--- src/cpc_ram.sv ---
// Generic single-write, single-read RAM with registered read data.
// No dependencies.
module cpc_ram #(
  parameter int WIDTH = 32,
  parameter int DEPTH = 64
) (
  input  logic                                   clk_i,
  input  logic                                   we_i,
  input  logic [((DEPTH > 1) ? $clog2(DEPTH) : 1)-1:0] waddr_i,
  input  logic [WIDTH-1:0]                       wdata_i,
  input  logic [((DEPTH > 1) ? $clog2(DEPTH) : 1)-1:0] raddr_i,
  output logic [WIDTH-1:0]                       rdata_o
);

  logic [WIDTH-1:0] mem_q [DEPTH];
  logic [WIDTH-1:0] rdata_q;

  always_ff @(posedge clk_i) begin
    if (we_i) begin
      mem_q[waddr_i] <= wdata_i;
    end
    rdata_q <= mem_q[raddr_i];
  end

  assign rdata_o = rdata_q;

endmodule

--- config.mk ---
export PLATFORM = sky130hd
export DESIGN_NAME = cpc_ram
export DESIGN_NICKNAME = d
export VERILOG_FILES = /design/src/cpc_ram.sv
export SDC_FILE = /design/constraint.sdc
export NUM_CORES = 2
export LEC_CHECK = 0
export BUFFER_PORTS_ARGS = -buffer_cell sky130_fd_sc_hd__buf_4
export CAP_MARGIN = 25
export CORE_ASPECT_RATIO = 1.2
export CORE_UTILIZATION = 60
export CTS_CLUSTER_DIAMETER = 50
export DETAILED_ROUTE_END_ITERATION = 16
export PLACE_DENSITY = 0.83
export SKIP_CTS_REPAIR_TIMING = 1
export SYNTH_ARGS = -nofsm -noshare
export SYNTH_HDL_FRONTEND = slang
export SYNTH_SLANG_ARGS = --single-unit
--- constraint.sdc ---
create_clock -name clk_i -period 7.95 [get_ports clk_i]
set_input_delay 1.59 -clock clk_i [delete_from_list [all_inputs] [get_ports clk_i]]
set_output_delay 1.59 -clock clk_i [all_outputs]
set_load 0.01 [all_outputs]
==> flow_summary.yaml <==
finish:
  area_growth_pct: 11.6
  final_cells: 5358
  fin_nets: 3550
  fillCellCount: 7109
  drive_gt1_share_pct: 29.0
grt:
  grt_pass1_wl_um: 307000
  grt_max_degree: 83
  grtUsageTotal_pct: 33.9
  antenna_found_initial: 11
  grt_overflow: 0
  grt_pass1_vias: 41000
run:
  maxCapViolCount: 0
sta:
  final-hold-violation-count: 0
  slew_headroom_pct: 25.5
  finalSetupTns_ps: 0
  min_period_ps: 4560
  rsz0062_at_grt: "no"
  setup_slack_ps: 3390
  fin_crit_sh_pct: 57.4
  worstMarginPinSlew_ps: 1120
  skew_ps: 28.8
  slew_violations: 0
  max_freq_mhz: 219
  setup_violations: 0
yosys:
  synth_fp_nets: 3370
  synth-edff-count: 2048
  yosysMostFrequentCell: "edfxtp_1"
  avgSynthCellArea_sq_um: 23.6
  ys_async_sr_fraction_pct: 0
  seq_area_frac_synth_pct: 79.1
  ys.warnings.count: 0
  yosys.cell_types.count: 34
  ys.flop_type: "edfxtp_1"
  synth.top_cell.area_share_pct: 78.3
  netlist_area_sq_um: 78500
  synth_top_area_cell: "edfxtp_1"
  syn_inst: 3324
  synth-seq-cells: 2080
  synth_area_leaders: "edfxtp_1 78%, mux4_2 16%, mux2i_1 1.2%, dfxtp_1 0.82%, o22ai_1 0.67%"
  yosys-top-cells-count: "2,048 x edfxtp_1, 544 x mux4_2, 137 x nor2_1"
clock_network:
  insertion_delay_ps: 830
  cts.path.max_buffers: 3
  clkTransAtPathRegs_ps: 60
  numCtsBuffers: 180
  cts_tree: "done"
  clockRootBuffer: "clkbuf_16"
  cts_max_level: 4
  cts_num_sinks: 2080
floorplanning:
  initial_core_util_pct: 60.4
  ios: 78
  dieArea_sq_um: 132000
  fp.dieH_um: 398
  rows: 145
  core_sq_um: 130000
  die_w_um: 332
placement:
  gp_congestion: 0.816
  place_inst: 5011
  port_buffers: 77
  post-place-ws_ps: 2690
  dp_hpwl_um: 107000
setup_path:
  cp.arrival_ps: 5230
  cp.required_ps: 8610
  end_kind: "flip-flop"
  cp_slowest_cell: "buf_4"
  cp_cell_sequence: "buf_8 -> buf_4 -> buf_4 -> mux4_2 -> o22ai_1 -> nor2_1 -> a21oi_1 -> nor2_1"
  critical_path_class: "in -> reg"
  slowest_delay_ps: 740
  cp-start-kind: "primary input"
  worst-path-max-fanout: 82
power_and_ir_drop:
  clock_power_share_pct: 40.1
  switching_share_pct: 21.7
  p_comb_share_pct: 5.0
  switchingPower_mw: 4.82
  ir_worst_vdd_mv: 0.247
  fin_total_pwr_mw: 22.3
  p_int_mw: 17.4
  leakagePower_nw: 27.2
  power_per_cell_area_nw_per_um2: 254
  power_frac_seq_pct: 54.8
min_path:
  hp-class: "reg -> reg"
detailed_routing:
  wire_per_inst_um: 41.2
  drtIter0Drc: 7067
  dr.pass1.iters: 5
  drc_errors: 0
  ant_nets: 0
  via_count: 39700
  via_per_inst: 7.40
  wl_um: 221000
outcome:
  status: "complete, no violations"
==> state kept, by name, summed over array words and instances (netlist names) <==
register / count
mem_q: 2048
rdata_o: 32
==> per-layer routing <==
layer / up-vias / share of wire (%) / global-route usage (%)
met5: - / 0.057 / 0
met4: 16 / 6.9 / 19.8
met2: 3948 / 49 / 55.1
met1: 20200 / 31 / 42.0
li1: 14600 / - / -
met3: 862 / 13 / 8.43
==> cell type report <==
| type | instances | area (sq um) | area share (%) |
|---|---|---|---|
| flip-flops and latches | 2080 | 62100 | 70.9 |
| multi-input cells | 1062 | 16000 | 18.2 |
| clock buffers | 231 | 4830 | 5.52 |
| well taps | 1690 | 2110 | 2.41 |
| repair buffers | 180 | 1470 | 1.68 |
| clock inverters | 108 | 1060 | 1.22 |
| diodes | 7 | 17.5 | 0.0200 |
==> path summary, 6_finish.rpt <==
path                      start  cells after the start          end  slack (ps)
setup / recovery     raddr_i[2]                      8   rdata_o[3]        3390
hold / removal    mem_q[29][17]                      4  rdata_o[17]         800
setup reg to reg   mem_q[4][14]                      5  rdata_o[14]        5500
hold reg to reg   mem_q[29][17]                      4  rdata_o[17]         800
==> power by group through the flow <==
stage / registers [mW] / clock network, mW / logic [mW]
global placement: 12.4 / 0 / 1.03
CTS: 12.2 / 8.92 / 1.10
detailed placement: 12.4 / 0 / 1.07
floorplan: 12.4 / 0 / 0.590
global route: 12.2 / 9.30 / 1.15
finish: 12.2 / 8.93 / 1.12
==> metrics by stage <==
| stage | util [%] | hold WS (ps) | instance area [sq um] |
|---|---|---|---|
| 2_1_floorplan | - | 663 | 78500 |
| 6_report | 67.3 | 802 | 87600 |
| 3_3_place_gp | 62.8 | 744 | 81700 |
| 3_5_place_dp | 62.8 | 780 | 81700 |
| 5_1_grt | 67.3 | 913 | 87600 |
| 4_1_cts | 67.3 | 797 | 87600 |
==> critical path, delay by kind of cell <==
kind / cells / cell delay (ps)
multiplexers: 1 / 420
buffers and inverters: 3 / 1980
AND/OR/NAND/NOR: 2 / 240
AO/OA/AOI/OAI: 2 / 880
==> logic make-up (layout without fill, tap and decap cells) <==
| kind of cell | after synthesis | in the layout | synth area share, % |
|---|---|---|---|
| buf+inv | 182 | 519 | 1.13 |
| flops | 2080 | 2080 | 79.1 |
| other cells | 0 | 7 | 0 |
| mux | 637 | 637 | 16.8 |
| compound gates | 202 | 202 | 1.67 |
| simple gates | 223 | 223 | 1.27 |
==> placed cells by master, fill, tap and decap left out, drive strengths merged <==
master	count
a31oi	1
or3	3
clkbuf	231
nor3	7
nand4	2
a41o	4
and3	4
diode	7
o221ai	27
o22ai	84
mux2i	93
edfxtp	2048
clkinvlp	9
nand2b	8
a21oi	62
bufinv	17
o32ai	4
nand3	5
a22oi	12
nor2b	15
nand4b	1
nand2	26
a311oi	8
dfxtp	32
or2	3
buf	180
and2	2
nand3b	5
clkinv	69
mux4	544
inv	13
nor2	137
or3b	5
No activity file was read; power rests on OpenSTA's default activity.
